File: src/hdl/rth_pkg.sv
// ----------------------------------------------------------------------------
// rth_pkg
// Shared types and constants for the RGB to HSV pipeline.
// ----------------------------------------------------------------------------
package rth_pkg;

    localparam int CW  = 8;   // channel width
    localparam int HW  = 12;  // hue width
    localparam int QW  = 10;  // quotient bits produced by the divider
    localparam int RW  = 18;  // partial remainder width
    localparam int BPS = 2;   // quotient bits per divider stage
    localparam int DIV_STAGES = QW / BPS;

    localparam logic [9:0]    HUE_SCALE = 10'd600;
    localparam logic [CW-1:0] SAT_SCALE = 8'd255;

    localparam logic [HW-1:0] OFS_RED     = 12'd0;
    localparam logic [HW-1:0] OFS_RED_NEG = 12'd3600;
    localparam logic [HW-1:0] OFS_GREEN   = 12'd1200;
    localparam logic [HW-1:0] OFS_BLUE    = 12'd2400;

    typedef struct packed {
        logic [CW-1:0] hi;
        logic [CW-1:0] delta;
        logic [CW-1:0] diff;
        logic [HW-1:0] offset;
        logic          neg;
        logic          defined;
    } rth_sort_t;

    typedef struct packed {
        logic [RW-1:0] hue_rem;
        logic [RW-1:0] sat_rem;
        logic [CW-1:0] delta;
        logic [CW-1:0] hi;
        logic [QW-1:0] hue_q;
        logic [QW-1:0] sat_q;
        logic [HW-1:0] offset;
        logic          neg;
        logic          defined;
    } rth_div_t;

endpackage

File: src/hdl/rth_sort.sv
// ----------------------------------------------------------------------------
// rth_sort
// Stage 1: max, min, hue sector, signed channel difference.
// ----------------------------------------------------------------------------
module rth_sort
(
    input  logic                    clk,
    input  logic                    rst_n,
    input  logic                    en,
    input  logic                    in_vld,
    input  logic [rth_pkg::CW-1:0]  red,
    input  logic [rth_pkg::CW-1:0]  green,
    input  logic [rth_pkg::CW-1:0]  blue,
    output logic                    vld_reg,
    output rth_pkg::rth_sort_t      data_reg
);

    rth_pkg::rth_sort_t data_next;

    always_comb
    begin
        logic [rth_pkg::CW-1:0] hi;
        logic [rth_pkg::CW-1:0] lo;
        logic [rth_pkg::CW-1:0] a;
        logic [rth_pkg::CW-1:0] b;
        logic [rth_pkg::HW-1:0] ofs_pos;
        logic [rth_pkg::HW-1:0] ofs_neg;

        hi = (red > green) ? red : green;
        hi = (hi > blue) ? hi : blue;
        lo = (red < green) ? red : green;
        lo = (lo < blue) ? lo : blue;

        // ties: red, then green
        if (red == hi)
        begin
            a = green;
            b = blue;
            ofs_pos = rth_pkg::OFS_RED;
            ofs_neg = rth_pkg::OFS_RED_NEG;
        end
        else if (green == hi)
        begin
            a = blue;
            b = red;
            ofs_pos = rth_pkg::OFS_GREEN;
            ofs_neg = rth_pkg::OFS_GREEN;
        end
        else
        begin
            a = red;
            b = green;
            ofs_pos = rth_pkg::OFS_BLUE;
            ofs_neg = rth_pkg::OFS_BLUE;
        end

        data_next.hi      = hi;
        data_next.delta   = hi - lo;
        data_next.neg     = (a < b);
        data_next.diff    = (a < b) ? (b - a) : (a - b);
        data_next.offset  = (a < b) ? ofs_neg : ofs_pos;
        data_next.defined = (hi != lo);
    end

    always_ff @(posedge clk or negedge rst_n)
    begin
        if (!rst_n)
        begin
            vld_reg <= 1'b0;
        end
        else if (en)
        begin
            vld_reg <= in_vld;
        end
    end

    always_ff @(posedge clk)
    begin
        if (en && in_vld)
        begin
            data_reg <= data_next;
        end
    end

endmodule

File: src/hdl/rth_scale.sv
// ----------------------------------------------------------------------------
// rth_scale
// Stage 2: scales the dividends, 600*diff for hue and 255*delta for saturation.
// ----------------------------------------------------------------------------
module rth_scale
(
    input  logic                clk,
    input  logic                rst_n,
    input  logic                en,
    input  logic                in_vld,
    input  rth_pkg::rth_sort_t  din,
    output logic                vld_reg,
    output rth_pkg::rth_div_t   data_reg
);

    rth_pkg::rth_div_t data_next;

    always_comb
    begin
        data_next.hue_rem = rth_pkg::RW'(din.diff) * rth_pkg::RW'(rth_pkg::HUE_SCALE);
        data_next.sat_rem = rth_pkg::RW'(din.delta) * rth_pkg::RW'(rth_pkg::SAT_SCALE);
        data_next.delta   = din.delta;
        data_next.hi      = din.hi;
        data_next.hue_q   = '0;
        data_next.sat_q   = '0;
        data_next.offset  = din.offset;
        data_next.neg     = din.neg;
        data_next.defined = din.defined;
    end

    always_ff @(posedge clk or negedge rst_n)
    begin
        if (!rst_n)
        begin
            vld_reg <= 1'b0;
        end
        else if (en)
        begin
            vld_reg <= in_vld;
        end
    end

    always_ff @(posedge clk)
    begin
        if (en && in_vld)
        begin
            data_reg <= data_next;
        end
    end

endmodule

File: src/hdl/rth_div_stage.sv
// ----------------------------------------------------------------------------
// rth_div_stage
// One restoring-division stage: two quotient bits each for hue and
// saturation.
// ----------------------------------------------------------------------------
module rth_div_stage
#(
    parameter int STAGE = 0
)
(
    input  logic               clk,
    input  logic               rst_n,
    input  logic               en,
    input  logic               in_vld,
    input  rth_pkg::rth_div_t  din,
    output logic               vld_reg,
    output rth_pkg::rth_div_t  data_reg
);

    rth_pkg::rth_div_t data_next;

    always_comb
    begin
        int                     bitpos;
        logic [rth_pkg::RW-1:0] hue_dsr;
        logic [rth_pkg::RW-1:0] sat_dsr;

        data_next = din;
        for (int j = 0; j < rth_pkg::BPS; j++)
        begin
            bitpos  = rth_pkg::QW - 1 - STAGE * rth_pkg::BPS - j;
            hue_dsr = rth_pkg::RW'(din.delta) << bitpos;
            sat_dsr = rth_pkg::RW'(din.hi) << bitpos;
            if (data_next.hue_rem >= hue_dsr)
            begin
                data_next.hue_rem       = data_next.hue_rem - hue_dsr;
                data_next.hue_q[bitpos] = 1'b1;
            end
            if (data_next.sat_rem >= sat_dsr)
            begin
                data_next.sat_rem       = data_next.sat_rem - sat_dsr;
                data_next.sat_q[bitpos] = 1'b1;
            end
        end
    end

    always_ff @(posedge clk or negedge rst_n)
    begin
        if (!rst_n)
        begin
            vld_reg <= 1'b0;
        end
        else if (en)
        begin
            vld_reg <= in_vld;
        end
    end

    always_ff @(posedge clk)
    begin
        if (en && in_vld)
        begin
            data_reg <= data_next;
        end
    end

endmodule

File: src/hdl/rth_finish.sv
// ----------------------------------------------------------------------------
// rth_finish
// Last stage: sector offset plus or minus quotient, undefined-hue cases,
// output register.
// ----------------------------------------------------------------------------
module rth_finish
(
    input  logic                          clk,
    input  logic                          rst_n,
    input  logic                          en,
    input  logic                          in_vld,
    input  rth_pkg::rth_div_t             din,
    output logic                          vld_reg,
    output logic [rth_pkg::HW-1:0]        hue_reg,
    output logic                          hue_defined_reg,
    output logic [rth_pkg::CW-1:0]        saturation_reg,
    output logic [rth_pkg::CW-1:0]        brightness_reg
);

    logic [rth_pkg::HW-1:0] hue_next;
    logic [rth_pkg::CW-1:0] saturation_next;

    always_comb
    begin
        logic [rth_pkg::HW-1:0] q;
        logic [rth_pkg::HW-1:0] round_up;

        q        = rth_pkg::HW'(din.hue_q);
        round_up = rth_pkg::HW'(din.hue_rem != '0);
        if (!din.defined)
        begin
            hue_next = '0;
        end
        else if (din.neg)
        begin
            // floor of a negative fraction
            hue_next = din.offset - q - round_up;
        end
        else
        begin
            hue_next = din.offset + q;
        end
        saturation_next = (din.hi == '0) ? '0 : din.sat_q[rth_pkg::CW-1:0];
    end

    always_ff @(posedge clk or negedge rst_n)
    begin
        if (!rst_n)
        begin
            vld_reg <= 1'b0;
        end
        else if (en)
        begin
            vld_reg <= in_vld;
        end
    end

    always_ff @(posedge clk)
    begin
        if (en && in_vld)
        begin
            hue_reg         <= hue_next;
            hue_defined_reg <= din.defined;
            saturation_reg  <= saturation_next;
            brightness_reg  <= din.hi;
        end
    end

endmodule

File: src/hdl/rgb_to_hsv.sv
// Throughput: one pixel per cycle while out_ready does not stall the pipe; the
// 8 stages (sort, scale, five 2-bit divider stages, output register) each take
// a new item when the next frees.
// Stall: out_ready low holds the pipe; empty stages still fill.
// Reset: rst_n async, clears all stage valid bits; the data registers are not reset.
// ----------------------------------------------------------------------------
// rgb_to_hsv
// Pipelined RGB to HSV conversion, hue in tenths of a degree.
// ----------------------------------------------------------------------------
module rgb_to_hsv
(
    input  logic                          clk,
    input  logic                          rst_n,
    input  logic                          in_valid,
    output logic                          in_ready,
    input  logic [rth_pkg::CW-1:0]        red,
    input  logic [rth_pkg::CW-1:0]        green,
    input  logic [rth_pkg::CW-1:0]        blue,
    output logic                          out_valid,
    input  logic                          out_ready,
    output logic [rth_pkg::HW-1:0]        hue,
    output logic                          hue_defined,
    output logic [rth_pkg::CW-1:0]        saturation,
    output logic [rth_pkg::CW-1:0]        brightness
);

    localparam int NST = rth_pkg::DIV_STAGES + 3;

    logic [NST-1:0]     vld;
    logic [NST:0]       en;
    rth_pkg::rth_sort_t sort_data;
    rth_pkg::rth_div_t  div_data [rth_pkg::DIV_STAGES+1];

    always_comb
    begin
        en[NST] = out_ready;
        for (int k = NST - 1; k >= 0; k--)
        begin
            en[k] = !vld[k] || en[k+1];
        end
    end

    assign in_ready = en[0];

    rth_sort u_sort
    (
        .clk      (clk),
        .rst_n    (rst_n),
        .en       (en[0]),
        .in_vld   (in_valid),
        .red      (red),
        .green    (green),
        .blue     (blue),
        .vld_reg  (vld[0]),
        .data_reg (sort_data)
    );

    rth_scale u_scale
    (
        .clk      (clk),
        .rst_n    (rst_n),
        .en       (en[1]),
        .in_vld   (vld[0]),
        .din      (sort_data),
        .vld_reg  (vld[1]),
        .data_reg (div_data[0])
    );

    for (genvar s = 0; s < rth_pkg::DIV_STAGES; s++)
    begin : g_div
        rth_div_stage #(.STAGE(s)) u_div
        (
            .clk      (clk),
            .rst_n    (rst_n),
            .en       (en[s+2]),
            .in_vld   (vld[s+1]),
            .din      (div_data[s]),
            .vld_reg  (vld[s+2]),
            .data_reg (div_data[s+1])
        );
    end

    rth_finish u_finish
    (
        .clk             (clk),
        .rst_n           (rst_n),
        .en              (en[NST-1]),
        .in_vld          (vld[NST-2]),
        .din             (div_data[rth_pkg::DIV_STAGES]),
        .vld_reg         (vld[NST-1]),
        .hue_reg         (hue),
        .hue_defined_reg (hue_defined),
        .saturation_reg  (saturation),
        .brightness_reg  (brightness)
    );

    assign out_valid = vld[NST-1];

endmodule

File: config.mk
export PLATFORM = sky130hd
export DESIGN_NAME = rgb_to_hsv
export DESIGN_NICKNAME = d
export VERILOG_FILES = /design/src/hdl/rth_pkg.sv /design/src/hdl/rth_sort.sv /design/src/hdl/rth_scale.sv /design/src/hdl/rth_div_stage.sv /design/src/hdl/rth_finish.sv /design/src/hdl/rgb_to_hsv.sv
export SDC_FILE = /design/constraint.sdc
export NUM_CORES = 1
export LEC_CHECK = 0
export BUFFER_PORTS_ARGS = -buffer_cell sky130_fd_sc_hd__buf_2
export CAP_MARGIN = 15
export CORE_MARGIN = 10
export CORE_UTILIZATION = 25
export CTS_CLUSTER_DIAMETER = 80
export DETAILED_ROUTE_END_ITERATION = 10
export SLEW_MARGIN = 40
export SYNTH_ARGS = -nofsm -noshare
export SYNTH_HDL_FRONTEND = slang
export SYNTH_SLANG_ARGS = --single-unit
File: constraint.sdc
create_clock -name clk -period 5 [get_ports clk]
set_clock_uncertainty 0.1 [all_clocks]
set_input_delay 0.75 -clock clk [delete_from_list [all_inputs] [get_ports clk]]
set_output_delay 0.75 -clock clk [all_outputs]
set_load 0.03 [all_outputs]
==> results.cfg, run 1 <==
[die]
io_pins = 59
die_w_um = 364
design.core.area_sq_um = 118000
row_count = 126
fp.dieH_um = 364
dieArea_sq_um = 133000
initial_core_util_pct = 25.2

[grt]
antenna_found_initial = 0
overflow = 0
grt_pass1_vias = 21200
grt_usage_pct = 9.19
grt_max_degree = 72
grt_pass1_wl_um = 103000

[timing]
finalSetupViolations = 20
slew_violations = 0
fin_crit_ps = 6540
max_freq_mhz = 153
finalHoldViolCount = 0
min_period_over_period_pct = 131
worst_pin_slew_ps = 788
slew_headroom_pct = 47.5
rsz0062_at_grt = true
setup_slack_ps = -1540

[setup_path]
cpLargestDelayFamily = compound AO/OA/AOI/OAI gates
start_kind = primary input
arrival_ps = 6760
r2r-start = g_div[3].u_div.data_reg[43]
path_max_fanout = 9
rrSetupSlack_ps = 50
cp-end-kind = register
slowest_delay_ps = 400
crit_path_top_delay_cell = fa_2
crit_type = primary input to register
r2r_cells = 20
worstPathRequired_ps = 5230
cpMostUsedCell = buf_4
rr_endpoint = g_div[4].u_div.data_reg[69]
crit_buf_inv = 10

[cells_and_area]
drive_gt1_share_pct = 21.6
layout.nets = 3652
areaGrowthSynthToFinish_pct = 24.5
largest_reg_flops = 309
nFillCells = 11900
diodes = 0
fin_area_sq_um = 36900

[logic_synthesis]
synth-simple-area-share_pct = 12.9
synth_top_family_by_area = adder cells
ys_seq_elements = 432
synth_nets = 3231
yosysTopAreaCell = edfxtp_1
syn_area_per_cell_sq_um = 10.4
netlist_area_sq_um = 29700
synth_area_leaders = edfxtp_1, ha_1, inv_1, fa_1, xnor2_1
synth-compound-area-share_pct = 13.3
synth_top_area_share_pct = 42.9
synth_edf_count = 424
muxShareOfSynthArea_pct = 3.14
seq_area_frac_synth_pct = 43.6
synth_ff_type = edfxtp_1
yosysWarnings = 0
synthXorXnorAreaFrac_pct = 5.23
synthDistinctLibCells = 88
syn_inst = 2844
synthAdderAreaFrac_pct = 16.6
synthArstFlopShare_pct = 1.85

[cts]
cts_root_buffer = clkbuf_16
clk-insertion-delay-late_ps = 580
htree_levels = 2
cts_buffers = 47
clkSinkCount = 432
cts_buffer_depth = 3
cts_tree = done
path_clk_slew_ps = 70

[routing]
detail_route.iter0.violations = 1107
ant_nets = 0
dr.pass1.iters = 6
wl_um = 62700
via_count = 21300
drcViolationCount = 0
vias_per_cell = 4.41
routedWlPerCell_um = 13.0

[placement]
place_area_sq_um = 34100
dp_hpwl_um = 49100
place.gp.congestion = 0.881
port_buffers = 58

[outcome]
violations = negative setup slack
status = finished, violations left

[job]
max_cap_viol_count = 0

[worst_hold_path]
min_to = u_sort.vld_reg
hp-class = primary input to register
min_from = in_valid
holdPathStages = 2
## cells by family (layout without fill, tap and decap cells)
kind of cell | count (synthesis) | count (layout)
compound gates | 624 | 625
xor+xnor | 177 | 177
fa+ha+maj | 359 | 359
buf+inv | 406 | 862
flops | 432 | 432
mux | 86 | 86
simple gates | 760 | 760
## metrics by stage
step / hold WS [ps] / setup slack, ps / setup TNS [ps] / instances / util [%]
finish: 264 / -1540 / -20740 / 4837 / 31.3
global route: 245 / -1800 / -27490 / 4837 / 31.3
detailed placement: 305 / -2140 / -23120 / 4680 / 28.9
floorplan: 300 / -1780 / -14220 / 2844 / -
CTS: 224 / -1440 / -20610 / 4796 / 30.7
global placement: 301 / -2030 / -21740 / 4680 / 28.9
## cells in the final DEF (no fill, tap or decap), drive strengths merged, types with 9 or more instances in the layout
cell type / Yosys / final
clkinv: 1 / 20
o22ai: 9 / 9
a2111oi: 9 / 9
and3: 15 / 15
a221oi: 13 / 13
xnor2: 124 / 124
o221ai: 9 / 9
nand3: 45 / 45
o21ai: 183 / 184
o21bai: 23 / 23
mux2: 57 / 57
or2: 15 / 15
nand2b: 53 / 53
o31ai: 24 / 24
ha: 300 / 300
nor3: 33 / 33
fa: 59 / 59
nor2b: 59 / 59
clkbuf: 38 / 54
o21a: 23 / 23
nand4: 36 / 36
edfxtp: 424 / 424
nand2: 218 / 218
mux2i: 29 / 29
a21boi: 34 / 34
a21o: 50 / 50
nor4: 33 / 33
and2: 29 / 29
buf: 12 / 419
a21oi: 177 / 177
or3: 13 / 13
inv: 355 / 360
nor2: 174 / 174
xor2: 53 / 53
## routing by layer
layer  part of all wire, %  global-route usage, %  vias to the layer above
li1                      -                      -                    11000
met1                    47                   12.0                     9853
met5                     0                      0                        -
met2                    46                   15.6                      346
met3                   4.2                   1.36                      110
met4                   2.5                   2.85                        0
## synth_stat cells (7+ instances only)
library cell    n
a2111oi_0       7
a21boi_0       31
a21o_1         50
a21oi_1       177
a221oi_1       13
a31oi_1         8
and2_1         28
and3_1         15
buf_2           8
clkbuf_1       38
dfrtp_1         8
edfxtp_1      424
fa_1           59
ha_1          300
inv_1         353
mux2_2         55
mux2i_1        29
nand2_1       218
nand2b_1       52
nand3_1        44
nand4_1        36
nand4b_1        7
nor2_1        174
nor2b_1        59
nor3_1         30
nor4_1         31
o211a_1         8
o21a_1         23
o21ai_0       176
o21bai_1       23
o221ai_1        9
o22ai_1         9
o31ai_1        22
or2_2          13
or3_1          11
or4_1           8
xnor2_1       124
xor2_1         53
## layout make-up
class / count / area [sq um] / area share [%]
multi-input combinational: 2007 / 16000 / 43.2
sequential: 432 / 12900 / 35.0
timing repair buffer: 421 / 3200 / 8.66
tap: 1536 / 1920 / 5.20
inverter: 356 / 1350 / 3.64
clock buffer: 53 / 1220 / 3.30
clock inverter: 32 / 350 / 0.949
## worst reg2reg max path: cells and delay by family (launching register included)
kind | cells | cell delay [ps]
muxes | 1 | 350
DFF | 1 | 400
buffers and inverters | 3 | 310
AOI/OAI and AO/OA | 9 | 1880
adders and majority gates | 2 | 430
and+or+nand+nor | 5 | 1250
## how the worst max path moves through the flow
stage / start / endpoint / slack (ps) / cells after the start
2_1_floorplan: green[3] / u_sort.data_reg[19] / -1780 / 34
3_3_place_gp: green[1] / u_sort.data_reg[20] / -2030 / 35
4_1_cts: green[1] / u_sort.data_reg[19] / -1440 / 36
6_report: green[1] / u_sort.data_reg[19] / -1540 / 39
3_5_place_dp: green[1] / u_sort.data_reg[20] / -2140 / 38
5_1_grt: green[1] / u_sort.data_reg[19] / -1800 / 39
## repair_timing
| action | 4_1_cts | 5_1_grt |
|---|---|---|
| endpoints found under the hold margin | 8 | 0 |
| setup buffers | 29 | 44 |
| hold buffers | 1 | 0 |
| gates cloned | 2 | 1 |
| pin swaps | 38 | 65 |
| gates resized for setup | 46 | 155 |
| setup endpoints to repair | 27 | 148 |
Power of run 1 is left out: the tool's default activity adds up to more than one toggle a clock period on the data nets, which glitch-free logic cannot reach.
==> inputs of run 2 (changes only) <==
--- a/config.mk
+++ b/config.mk
@@ -11,6 +11,7 @@
 export CORE_UTILIZATION = 25
 export CTS_CLUSTER_DIAMETER = 80
 export DETAILED_ROUTE_END_ITERATION = 10
+export RECOVER_POWER = 50
 export SLEW_MARGIN = 40
 export SYNTH_ARGS = -nofsm -noshare
 export SYNTH_HDL_FRONTEND = slang
==> results.cfg, run 2 (synthesized netlist as in run 1, its figures left out) <==
[cts]
cts_buffers = 47
clk-insertion-delay-late_ps = 580
path_clk_slew_ps = 70
clkSinkCount = 432
cts_tree = done
cts_buffer_depth = 3
cts_root_buffer = clkbuf_16
htree_levels = 2

[placement]
place.gp.congestion = 0.881
dp_hpwl_um = 49100
port_buffers = 58

[setup_path]
crit_path_top_delay_cell = mux2_4
crit_buf_inv = 9
rrSetupSlack_ps = 50
cpMostUsedCell = buf_4
start_kind = primary input
arrival_ps = 6750
cp.depth = 37
cp-end-kind = register
cpLargestDelayFamily = compound AO/OA/AOI/OAI gates
r2r_cells = 20
slowest_delay_ps = 360
rr_endpoint = g_div[4].u_div.data_reg[69]
r2r-start = g_div[3].u_div.data_reg[43]
crit_type = primary input to register
worstPathRequired_ps = 5230
path_max_fanout = 8

[timing]
worst_pin_slew_ps = 3480
min_period_over_period_pct = 130
setup_slack_ps = -1520
slew_headroom_pct = -132
finalHoldViolCount = 0
max_freq_mhz = 153
slew_violations = 222
whs_ps = 266
fin_crit_ps = 6520
rsz0062_at_grt = true
finalSetupViolations = 20

[grt]
grt_max_degree = 72
grt_usage_pct = 9.19
grt_pass1_vias = 21200
overflow = 0
antenna_found_initial = 0
grt_pass1_wl_um = 103000

[die]
row_count = 126
io_pins = 59
design.core.area_sq_um = 118000
initial_core_util_pct = 25.2
fp.dieH_um = 364
die_w_um = 364
dieArea_sq_um = 133000

[cells_and_area]
areaGrowthSynthToFinish_pct = 24.1
largest_reg_flops = 309
utilization_pct = 31.2
layout.nets = 3652
nFillCells = 11900
final_common_cell = edfxtp_1
drive_gt1_share_pct = 20.1
diodes = 0
seqCellArea_sq_um = 12900
final_cell_mix = edfxtp_1, inv_1, buf_4
multiInputGateArea_sq_um = 16000

[worst_hold_path]
min_to = u_sort.vld_reg
min_from = in_valid
hp-class = primary input to register
holdPathStages = 2

[job]
max_cap_viol_count = 4

[outcome]
violations = max-capacitance violations, max-slew violations, negative setup slack
status = finished, violations left

[routing]
routedWlPerCell_um = 13.0
via_count = 21300
wl_um = 62700
vias_per_cell = 4.40
detail_route.iter0.violations = 1130
ant_nets = 0
drcViolationCount = 0
dr.pass1.iters = 8
==> run 2: how the worst max path moves through the flow <==
stage | to | from | slack [ps]
6_report | u_sort.data_reg[19] | green[1] | -1520
5_1_grt | u_sort.data_reg[19] | green[1] | -1800
4_1_cts | u_sort.data_reg[19] | green[1] | -1440
3_5_place_dp | u_sort.data_reg[20] | green[1] | -2140
3_3_place_gp | u_sort.data_reg[20] | green[1] | -2030
2_1_floorplan | u_sort.data_reg[19] | green[3] | -1780
==> run 2: layout make-up <==
type	count	share of cell area [%]
clock buffer	53	3.31
clock inverter	32	0.952
inverter	356	3.65
multi-input combinational	2007	43.4
sequential	432	35.1
tap	1536	5.22
timing repair buffer	421	8.36
==> run 2: what timing repair did <==
action | CTS | global route
endpoints found under the hold margin | 8 | 0
setup endpoints to repair | 27 | 148
resized for setup | 46 | 155
hold buffers | 1 | 0
pin swaps | 38 | 65
buffers inserted | 29 | 44
cloned | 2 | 1
==> run 2: layer usage <==
layer	up-vias	GRT usage (%)	share of wire, %
met4	0	2.85	2.6
met5	-	0	0
li1	11000	-	-
met1	9838	12.0	47
met2	329	15.6	46
met3	112	1.36	4.1
==> run 2: per-stage QoR <==
step | instance area (sq um) | std cells | setup WS (ps) | TNS (ps)
after global placement | 34100 | 4680 | -2030 | -21740
final | 36800 | 4837 | -1520 | -20580
after detailed placement | 34100 | 4680 | -2140 | -23120
after global routing | 36800 | 4837 | -1800 | -27500
after CTS | 36100 | 4796 | -1440 | -20610
after floorplan | 30000 | 2844 | -1780 | -14220
Power of run 2 is left out for the same reason.
